--- src/hw/rtl/assert_macros.svh ---
// Assertion macros shared by the RTL of the precedence insertion sorter.
// No dependencies; define ASSERT_OFF to drop every assertion.
`ifndef ASSERT_MACROS_SVH
`define ASSERT_MACROS_SVH
`ifndef ASSERT_OFF
`define ASSERT_IMPLY(label, clk, rst_n, ante, cons) \
  label: assert property (@(posedge clk) disable iff (!(rst_n)) (ante) |-> (cons)) \
    else $error("assertion failed");
`define ASSERT_NEXT(label, clk, rst_n, ante, cons) \
  label: assert property (@(posedge clk) disable iff (!(rst_n)) (ante) |=> (cons)) \
    else $error("assertion failed");
`else
`define ASSERT_IMPLY(label, clk, rst_n, ante, cons)
`define ASSERT_NEXT(label, clk, rst_n, ante, cons)
`endif
`endif

--- src/hw/rtl/psort_pkg.sv ---
// Types and constants of the precedence insertion sorter.
// No dependencies; used by every RTL module of the block.
package psort_pkg;

  localparam int PageW    = 7;
  localparam int NumPages = 128;
  localparam int RowAw    = (NumPages > 1) ? $clog2(NumPages) : 1;
  localparam int MaxLen   = 32;
  localparam int LenW     = $clog2(MaxLen + 1);
  localparam int IdxW     = (MaxLen > 1) ? $clog2(MaxLen) : 1;
  localparam int TotalW   = 32;

  typedef logic [PageW-1:0]    page_t;
  typedef logic [NumPages-1:0] row_t;
  typedef logic [RowAw-1:0]    row_addr_t;
  typedef logic [LenW-1:0]     len_t;
  typedef logic [IdxW-1:0]     idx_t;
  typedef logic [TotalW-1:0]   total_t;
  typedef logic [TotalW:0]     sum_t;

  typedef enum logic {
    OpRule = 1'b0,
    OpPage = 1'b1
  } op_e;

  typedef enum logic [1:0] {
    StIdle,
    StUpdate,
    StFinish
  } state_e;

  typedef struct packed {
    op_e   op;
    page_t rule_before;
    page_t rule_after;
    page_t page;
    logic  last_page;
  } in_t;

  typedef struct packed {
    logic   in_order;
    page_t  middle_page;
    total_t total;
    logic   too_long;
  } out_t;

  typedef struct packed {
    logic upd;
    logic valid;
    logic tail;
  } cell_ctl_t;

endpackage

--- src/hw/rtl/psort_cell.sv ---
// One list slot of the insertion chain: holds a page, flags a precedence hit
// and shifts right once an earlier slot has taken the new page. Uses psort_pkg.
module psort_cell (
  input  logic                 clk_i,
  input  psort_pkg::cell_ctl_t ctl_i,
  input  psort_pkg::page_t     new_page_i,
  input  psort_pkg::page_t     left_page_i,
  input  psort_pkg::row_t      row_i,
  input  logic                 found_i,
  output logic                 found_o,
  output psort_pkg::page_t     page_o
);

  psort_pkg::page_t page_q;
  psort_pkg::page_t page_d;
  logic             in_range;
  logic             hit;

  assign in_range = int'(page_q) < psort_pkg::NumPages;
  assign hit      = ctl_i.valid && in_range && row_i[psort_pkg::row_addr_t'(page_q)];
  assign found_o  = found_i | hit;
  assign page_o   = page_q;

  always_comb begin
    page_d = page_q;
    if (ctl_i.upd) begin
      if (found_i) begin
        page_d = left_page_i;
      end else if (hit || ctl_i.tail) begin
        page_d = new_page_i;
      end
    end
  end

  always_ff @(posedge clk_i) begin
    page_q <= page_d;
  end

endmodule

--- config.mk ---
export PLATFORM = sky130hd
export DESIGN_NAME = psort_cell
export DESIGN_NICKNAME = d
export VERILOG_FILES = /design/src/hw/rtl/assert_macros.svh /design/src/hw/rtl/psort_pkg.sv /design/src/hw/rtl/psort_cell.sv
export SDC_FILE = /design/constraint.sdc
export NUM_CORES = 1
export LEC_CHECK = 0
export BUFFER_PORTS_ARGS = -buffer_cell sky130_fd_sc_hd__buf_2
export CAP_MARGIN = 20
export CORE_MARGIN = 2
export CORE_UTILIZATION = 36
export DETAILED_ROUTE_END_ITERATION = 10
export PLACE_DENSITY = 0.88
export SETUP_SLACK_MARGIN = 0.02
export SYNTH_ARGS = -nofsm -noshare
export SYNTH_HDL_FRONTEND = slang
export SYNTH_SLANG_ARGS = --single-unit
--- constraint.sdc ---
create_clock -name clk_i -period 3 [get_ports clk_i]
set_input_delay 0.45 -clock clk_i [delete_from_list [all_inputs] [get_ports clk_i]]
set_output_delay 0.45 -clock clk_i [all_outputs]
set_load 0.1 [all_outputs]
# --- After elaboration in Yosys (flattened, before gate mapping) ---
# Cells that the tools add are included.
# Widths: inputs -> output; s select.
totals:
  output_inout_bits: 8
  reg_bits: 7
op_classes:
  n_bitwise: 1
  reduce_logical: 4
  order_cmp: 1
  mux: 4
ops:
  columns: ["cell", "count"]
  rows:
  - ["$mux 7", 2]
  - ["$lt 7x8->1 const B", 1]
  - ["$bmux 1 s7", 1]
  - ["$reduce_and 2->1", 1]
  - ["$reduce_bool 2->1", 1]
  - ["$logic_and 1x1->1", 1]
  - ["$logic_or 1x1->1", 1]
  - ["$mux 1", 1]
  - ["$or 1x1->1", 1]

# --- Depth between registers and ports, before layout ---
depth:
  depth_word: 6
  mapped_depth: 9
  ltp_nobuf: 6

# --- Worst setup path after synthesis ---
# OpenSTA, ideal clock, no wires.
synth_timing:
  path_kind: "reg2out"
  start: "register page_q[0] (netlist: page_o[0])"
  end: "output port found_o"
  arrival_ns: 3.719
  setup_slack_ns: -1.169
  stages_incl_launch_ff: 10
  path_cell_list: "edfxtp_1 > buf_6 > buf_12 > buf_4 > mux2i_1 > o221ai_1 > o22ai_1 > a211oi_1 > o41ai_1 > o21bai_1"
synth_between:
  elab_chain_len: 4
synth_lines:
  columns: ["item", "line", "text"]
  rows:
  - ["start, declared", "psort_cell.sv:14", "psort_pkg::page_t page_q;"]
  - ["start signal, assigned", "psort_cell.sv:36", "page_q <= page_d;"]
  - ["$bmux 1 s7", "psort_cell.sv:20", "assign hit = ctl_i.valid && in_range && row_i[psort_pkg::row_addr_t'(page_q)];"]
  - ["$mux 1 (implied by the code)", "psort_cell.sv:20", null]
  - ["$logic_and 1x1->1", "psort_cell.sv:20", null]
  - ["$or 1x1->1", "psort_cell.sv:21", "assign found_o = found_i | hit;"]
  - ["end, declared", "psort_cell.sv:10", "output logic found_o,"]
# Every way passes these cells. The select of a mux whose other input is x is not followed.

# --- Final worst setup path ---
# Ends and elaborated chain as after synthesis.

==> impl_results.md <==
- Outcome: finished, final reports clean
- Vias: 1,830
- First-pass GRT wire length: between 7 and 8 mm
- Post-Route Utilization: slightly above 60%
- Worst hold path depth: 2
- CTS tree: built
- Rows: 23
- Initial antenna violation count: 0
- Static leakage: 1.210 nW
- DIE AREA: about 4600 um2
- Reg2reg setup slack: 300 ps
- Max FFs per register: 7
- Share of the synthesized area in the top cell type: 35.63%
- Total power: about 0.69 mW
- Storage element area: 210.2 um2
- DRC violations left: 0
- Yosys cell types: 32
- Root Driver: clkbuf_8
- DRT iter0 DRCs: 78
- Avg Inst Size Synth: 12.32 um2
- Reg2reg path depth: 9
- Setup crit start kind: flip-flop
- Seq/Total Area, Yosys: 14.46%
- Diodes inserted: 0
- Hold/Removal Path Class: in -> reg
- Final clock skew: 0.2402 ps
- Fill count: 337
- Period minus WS final: 2907 ps
- Global-route usage over all layers: between 20% and 30%
- Fin. Hold Viols: 0
- Area of the mapped netlist: 1454 um2
- CP endpoint kind: primary output
- Die H: 67.55 um
- Final GP Congestion: 0.7412
- Synth warn: 0
- Hold-critical path endpoint: page_o[6]$_DFFE_PP_
- Top post-synthesis cells by area: mux4_2, edfxtp_1, mux2i_1
- DIE WIDTH: 67.55 um
- Final net count: roughly 430
- Antenna-violating nets left: 0
- Period utilization: about 97%
- Seq cells post-synth: 7
- Final Max Slew Viols: 0
- Hold Startpoint: left_page_i[6]
- Maximum clock path buffer count: 2
- Crit Path Class: reg -> out
- Crit path launch: page_o[0]$_DFFE_PP_
- Max-Cap Viols: 0
- CTS clock-pin slew for the worst setup and hold paths: about 40 ps
- Max Fanout on Critical Path: 14
- Slew headroom: 54.17%
- Largest net degree at the start of global routing: 21
- Mapped Cells: 118
- Initial Util: 36.88%
- RSZ-0062 raised after global routing: true
- Fin Hold WS: approximately 520 ps
- Worst path required time: around 2600 ps
- DRT Pass-1 Iters: 4
- Vias per cell: around 5.5
- FMAX: 344.1 MHz
- Num CTS Buffers: 3
- Synth Net Count: 265
- Num ports: 155
- Tightest Pin Transition: 687.5 ps
- Core footprint: 3943 um2
- H-tree levels: 1
- RR Endpoint: page_o[4]$_DFFE_PP_
- VDD IR max: 0.2789 mV
- Clock sinks: 7
- DP Worst Slack: about 250 ps
- PD cells: between 200 and 300 nW/um2
- Port Buffers: 154
- Gr ovfl total: 0
- Critical Path AT: between 2000 and 2500 ps
- Drt wl/cell: 16.56 um
- Area occupied by multi-input gates: 1197 um2
- CTS Hold Bufs: 0
- Area grow syn2layout: 68.76%
- Layout cell share with drive strength beyond 1: around 74%
- Final Worst Setup Slack: approximately 93 ps
- Worst r2r src: page_o[0]$_DFFE_PP_
- Post-Route WL: 5.464 mm
- Post-DP HPWL: 4.464 mm
- Final setup viols: 0
- Synth area leader: mux4_2
- Vias in the first global route: 1,742
- Worst skew pair latency: 230 ps
## layout make-up
cell class | instances | share of cell area, %
clock buffer | 4 | 1.836
timing repair buffer | 169 | 37.63
sequential | 7 | 8.567
inverter | 4 | 0.6119
multi-input combinational | 96 | 48.80
tap | 50 | 2.550
## synth_stat cells
cell,n
nand2_1,8
o221ai_1,5
nand2b_1,1
buf_6,1
a211oi_1,2
edfxtp_1,7
a31oi_1,1
mux2_2,7
mux4_1,4
o22ai_1,2
a21oi_1,1
a22oi_1,3
nor2b_1,4
o41ai_2,1
mux2i_1,16
a2bb2oi_1,1
mux4_2,23
a32o_1,1
nor3_1,1
buf_12,1
nor2_1,5
o41ai_1,1
o21bai_1,1
buf_4,1
a311oi_1,1
nand4_1,1
buf_2,4
clkbuf_1,4
nand3_1,4
inv_1,4
and3_1,1
a311o_1,1
## power breakdown
part	internal (mW)	leakage [nW]	switching (mW)
Combinational	0.223	1.12	0.206
Sequential	0.119	0.0673	0.0137
Clock	0.0919	0.0228	0.0406
## stage by stage
step	TNS (ps)	cells	instance area [um2]
final	0	330	2454
after global routing	0	330	2454
after CTS	0	322	2382
after detailed placement	0	318	2335
after global placement	0	318	2335
after floorplan	-754.5	118	1496
## how the worst max path moves through the flow
stage                     endpoint  cells past startpoint
after floorplan            found_o                      7
after global placement     found_o                      8
after detailed placement   found_o                      8
after CTS                  found_o                      8
after global routing       found_o                      8
final                      found_o                     10
## metal layers
metal  vias up  GRT usage [%]  wire length (um)
met4         0          5.612                43
li1        840              -                 -
met2       103          43.01              3048
met3         8          1.667               399
met1       879          24.82              1972
met5         -              0                 0
## critical path: stages (launching register included)
cell	delay, ps
edfxtp_1	450
buf_12	190
buf_4	130
buf_4	120
mux4_2	430
a22oi_1	190
nand4_1	110
and3_1	230
o41ai_4	80
o21bai_4	100
buf_12	170
## cell usage in the layout, fill, tap and decap left out, types with 3 or more instances in the layout
master	instances
a22oi_1	3
buf_12	3
buf_2	153
buf_4	13
clkbuf_8	3
edfxtp_1	7
inv_1	4
mux2_2	7
mux2i_1	16
mux4_1	4
mux4_2	23
nand2_1	8
nand3_1	4
nor2_1	4
nor2b_1	4
o221ai_1	5
## repair_timing
item	CTS	global route
endpoints found under the setup margin	1	1
resized for setup	1	1
setup buffers	0	8
pin swaps	0	0
## cell families after synthesis
logic type      after synthesis  synth area share [%]
compound gates               21                 12.05
buf+inv                      15                 6.110
flops                         7                 14.46
mux                          50                 59.29
simple gates                 25                 8.090
Note: power is estimated with default switching activity, not from simulation.
